`src/rtl/cnfst_pkg.sv`:
```
// Shared types and constants for the CNF clause satisfaction tracker.
`timescale 1ns / 1ps

package cnfst_pkg;

  localparam int CLAUSE_IDX_W = 10;
  localparam int SLOT_W       = 2;
  localparam int VAR_W        = 8;
  localparam int VAL_W        = 2;
  localparam int COUNT_W      = 11;
  localparam int NVARS_W      = 8;
  localparam int CFG_IDX_W    = 2;
  localparam int CFG_DATA_W   = 11;

  // Variable values
  localparam logic [VAL_W-1:0] VAL_FALSE      = 2'd0;
  localparam logic [VAL_W-1:0] VAL_TRUE       = 2'd1;
  localparam logic [VAL_W-1:0] VAL_UNASSIGNED = 2'd2;

  // Configuration register indexes
  localparam logic [CFG_IDX_W-1:0] CFG_NUM_CLAUSES = 2'd0;
  localparam logic [CFG_IDX_W-1:0] CFG_NUM_VARS    = 2'd1;

  typedef enum logic {
    OP_LOAD   = 1'b0,
    OP_ASSIGN = 1'b1
  } op_t;

  typedef enum logic [1:0] {
    ST_CLEAR,
    ST_IDLE,
    ST_SCAN,
    ST_RESULT
  } state_t;

  // One literal slot: variable number (0 = empty) and negation
  typedef struct packed {
    logic             neg;
    logic [VAR_W-1:0] vnum;
  } lit_t;

  // Flag update decided for one clause
  typedef struct packed {
    logic set;
    logic clr;
  } upd_t;

endpackage

```
`src/rtl/cnfst_clause_eval.sv`:
```
// Clause evaluator: decides whether one clause's truth flag must be set or cleared.
`timescale 1ns / 1ps

module cnfst_clause_eval #(
  parameter int MAX_LITS = 4
) (
  input  cnfst_pkg::lit_t [MAX_LITS-1:0]                     lits,
  input  logic [MAX_LITS-1:0][cnfst_pkg::VAL_W-1:0]          vals,
  input  logic [cnfst_pkg::VAR_W-1:0]                        asg_var,
  input  logic                                               flag,
  output cnfst_pkg::upd_t                                    upd
);

  logic [MAX_LITS-1:0] hold;
  logic [MAX_LITS-1:0] match;
  logic                sat;
  logic                holds;

  always_comb begin
    for (int l = 0; l < MAX_LITS; l++) begin
      hold[l]  = (lits[l].vnum == asg_var);
      match[l] = (lits[l].vnum != '0) &&
                 (lits[l].neg ? (vals[l] == cnfst_pkg::VAL_FALSE)
                              : (vals[l] == cnfst_pkg::VAL_TRUE));
    end
    sat     = |match;
    holds   = |hold;
    upd.set = holds && sat && !flag;
    upd.clr = holds && !sat && flag;
  end

endmodule

```
`config.mk`:
```
export PLATFORM = sky130hd
export DESIGN_NAME = cnfst_clause_eval
export DESIGN_NICKNAME = d
export VERILOG_FILES = /design/src/rtl/cnfst_pkg.sv /design/src/rtl/cnfst_clause_eval.sv
export SDC_FILE = /design/constraint.sdc
export NUM_CORES = 1
export LEC_CHECK = 0
export BUFFER_PORTS_ARGS = -buffer_cell sky130_fd_sc_hd__buf_2
export CORE_AREA = 2 2 42 44
export DETAILED_ROUTE_END_ITERATION = 7
export DIE_AREA = 0 0 44 46
export PLACE_DENSITY = 0.87
export SLEW_MARGIN = 10
export SYNTH_ARGS = -nofsm -noshare
export SYNTH_HDL_FRONTEND = slang
export SYNTH_SLANG_ARGS = --single-unit
```
`constraint.sdc`:
```
create_clock -name vclk -period 1.1
set_input_delay 0 -clock vclk [all_inputs]
set_output_delay 0 -clock vclk [all_outputs]
set_load 0.005 [all_outputs]
```
==> reports/results.tsv <==
stage	metric	value	unit
outcome	status	finished, violations left	
outcome	failing checks	setup timing	
worst_setup_path	critical path peak fanout	2	
logic_synthesis	count leader, synth	xnor2_1	
detailed_routing	TritonRoute pass-1 iters	4	
floorplanning	CORE AREA	1610	um2
final_layout	FF+latch count	0	
floorplanning	Die Width	44	um
grt	initial antenna violation count	0	
timing	final setup fails	2	
final_layout	# clk buffers	0	
logic_synthesis	register area share after synthesis	0	%
final_layout	Area Overhead vs Synth	80.0	%
floorplanning	cell row count	15	
floorplanning	IO Pins	55	
worst_setup_path	critical path startpoint category	input pin	
final_layout	share of post-route cells with drive strength above 1	56.9	%
power	total power	0.391	mW
power	PwrDens	395	nW/um2
floorplanning	DIE AREA	2020	um2
timing	Final Critical Period	1.17	ns
logic_synthesis	commonest cells in the synthesized netlist	36 x xnor2_1, 8 x clkbuf_2, 8 x nand4_1	
floorplanning	DIE HEIGHT	46	um
grt	largest net degree at the start of global routing	5	
final_layout	FF+latch area	0	um2
timing	crit share post-route	107	%
worst_setup_path	kind of critical path	input pin to output port	
detailed_routing	DR WL met2	1070	um
logic_synthesis	Synth Area per Inst	7.54	um2
timing	Max Transition Viols Final	0	
run	Max-Cap Viols	0	
logic_synthesis	Yosys top cell by area	xnor2_1	
power	Pleak	0.369	nW
logic_synthesis	Area contributors post-synth	xnor2_1 57%, nand4_1 9.1%, nor4_2 9.1%	
detailed_routing	Wirelength per Cell	14.5	um
timing	PnR worst setup slack	-0.0722	ns
detailed_routing	Top Layer Used	met4	
worst_setup_path	Critical Path AT	1.17	ns
power	Peak VDD IR	193	uV
floorplanning	initial core utilization	34.1	%
detailed_routing	Vias	729	
timing	unrepaired setup endpoints after global routing	yes	
final_layout	Antenna diodes	0	
logic_synthesis	YS warnings	0	
worst_setup_path	critical path endpoint category	output port	
timing	Tightest Pin Transition	0.376	ns
logic_synthesis	syn_nets	126	
detailed_routing	final antenna-violating net count	0	
worst_setup_path	Critical Path RT	1.10	ns
logic_synthesis	Synth top area share	57.3	%
logic_synthesis	Gate Count Post-Synth	73	
timing	worst hold slack	0.244	ns
detailed_routing	DR vias/cell	5.21	
logic_synthesis	Distinct cells, synth	9	
detailed_routing	met1 wire length	790	um
place	IO buf count	55	
detailed_routing	1st-iter DRT viols	5	
clocking	CTS Hold Bufs	0	
grt	GRT overflow	0	
place	Placer Congestion	0.797	
hold_path	hold crit path type	input pin to output port	
detailed_routing	Residual DRC	0	
grt	first-pass GRT wire length	2880	um
timing	Max Freq	853	MHz
final_layout	Final nets	178	
grt	Total GRT Usage	19.2	%
detailed_routing	WL final	2030	um
detailed_routing	met3 wire length	160	um
logic_synthesis	area of the mapped netlist	551	um2
timing	final hold violations	0	
grt	vias in the first global route	681	
timing	Slew headroom	74.8	%
layer usage:
layer	vias to the layer above	GRT usage, %
li1	359	-
met1	332	24.4
met2	36	36.5
met3	2	1.19
met4	0	1.82
met5	-	0
timing repair:
| action | CTS | global route |
|---|---|---|
| pin swaps | 9 | 5 |
| setup endpoints to repair | 2 | 2 |
| setup buffers | 2 | 1 |
| resized for setup | 22 | 8 |
| hold endpoints to repair | 0 | 0 |
layout make-up:
class	count	area [um2]
Multi-Input combinational cell	65	608
Timing Repair Buffer	58	362
Fill cell	144	623
Tap cell	17	21.3
power breakdown:
part           switching (mW)  internal [mW]
sequential                  0              0
combinational           0.176          0.215
clock                       0              0
total                   0.176          0.215
cell families (layout without fill, tap and decap cells):
group | Yosys count | in the layout | synth area share [%]
buffers and inverters | 8 | 58 | 7.27
and+or+nand+nor | 25 | 25 | 30.0
AOI/OAI and AO/OA | 4 | 4 | 5.45
xor gates and xnor gates | 36 | 36 | 57.3
placed cells by master, fill, tap and decap left out, drive strengths merged:
cell / netlist / layout
buf: 0 / 58
xnor2: 36 / 36
nor4: 10 / 10
nand4: 8 / 8
nor2: 5 / 5
a211oi: 4 / 4
nor3: 1 / 1
nand2: 1 / 1
worst max-delay path: stages:
cell	delay, ns
buf_2	0.13
nor4_4	0.27
a211oi_2	0.11
nor4_2	0.33
buf_4	0.17
nor3_2	0.03
buf_2	0.13
worst paths after layout:
| check | from | to | slack (ns) | cells after the start |
|---|---|---|---|---|
| setup / recovery | lits[28] | upd[1] | -0.07 | 7 |
| hold / removal | flag | upd[1] | 0.24 | 3 |
metrics by stage:
step	util, %	area, um2	setup WS, ns	instances	setup TNS (ns)
floorplan	-	551	0.276	73	0
global placement	50.0	807	0.00459	137	0
detailed placement	50.0	807	-0.0777	137	-0.0825
CTS	58.1	937	-0.00762	139	-0.00762
global route	61.4	991	-0.146	140	-0.292
finish	61.4	991	-0.0722	140	-0.0964
Power figures use the tool's default switching activity.
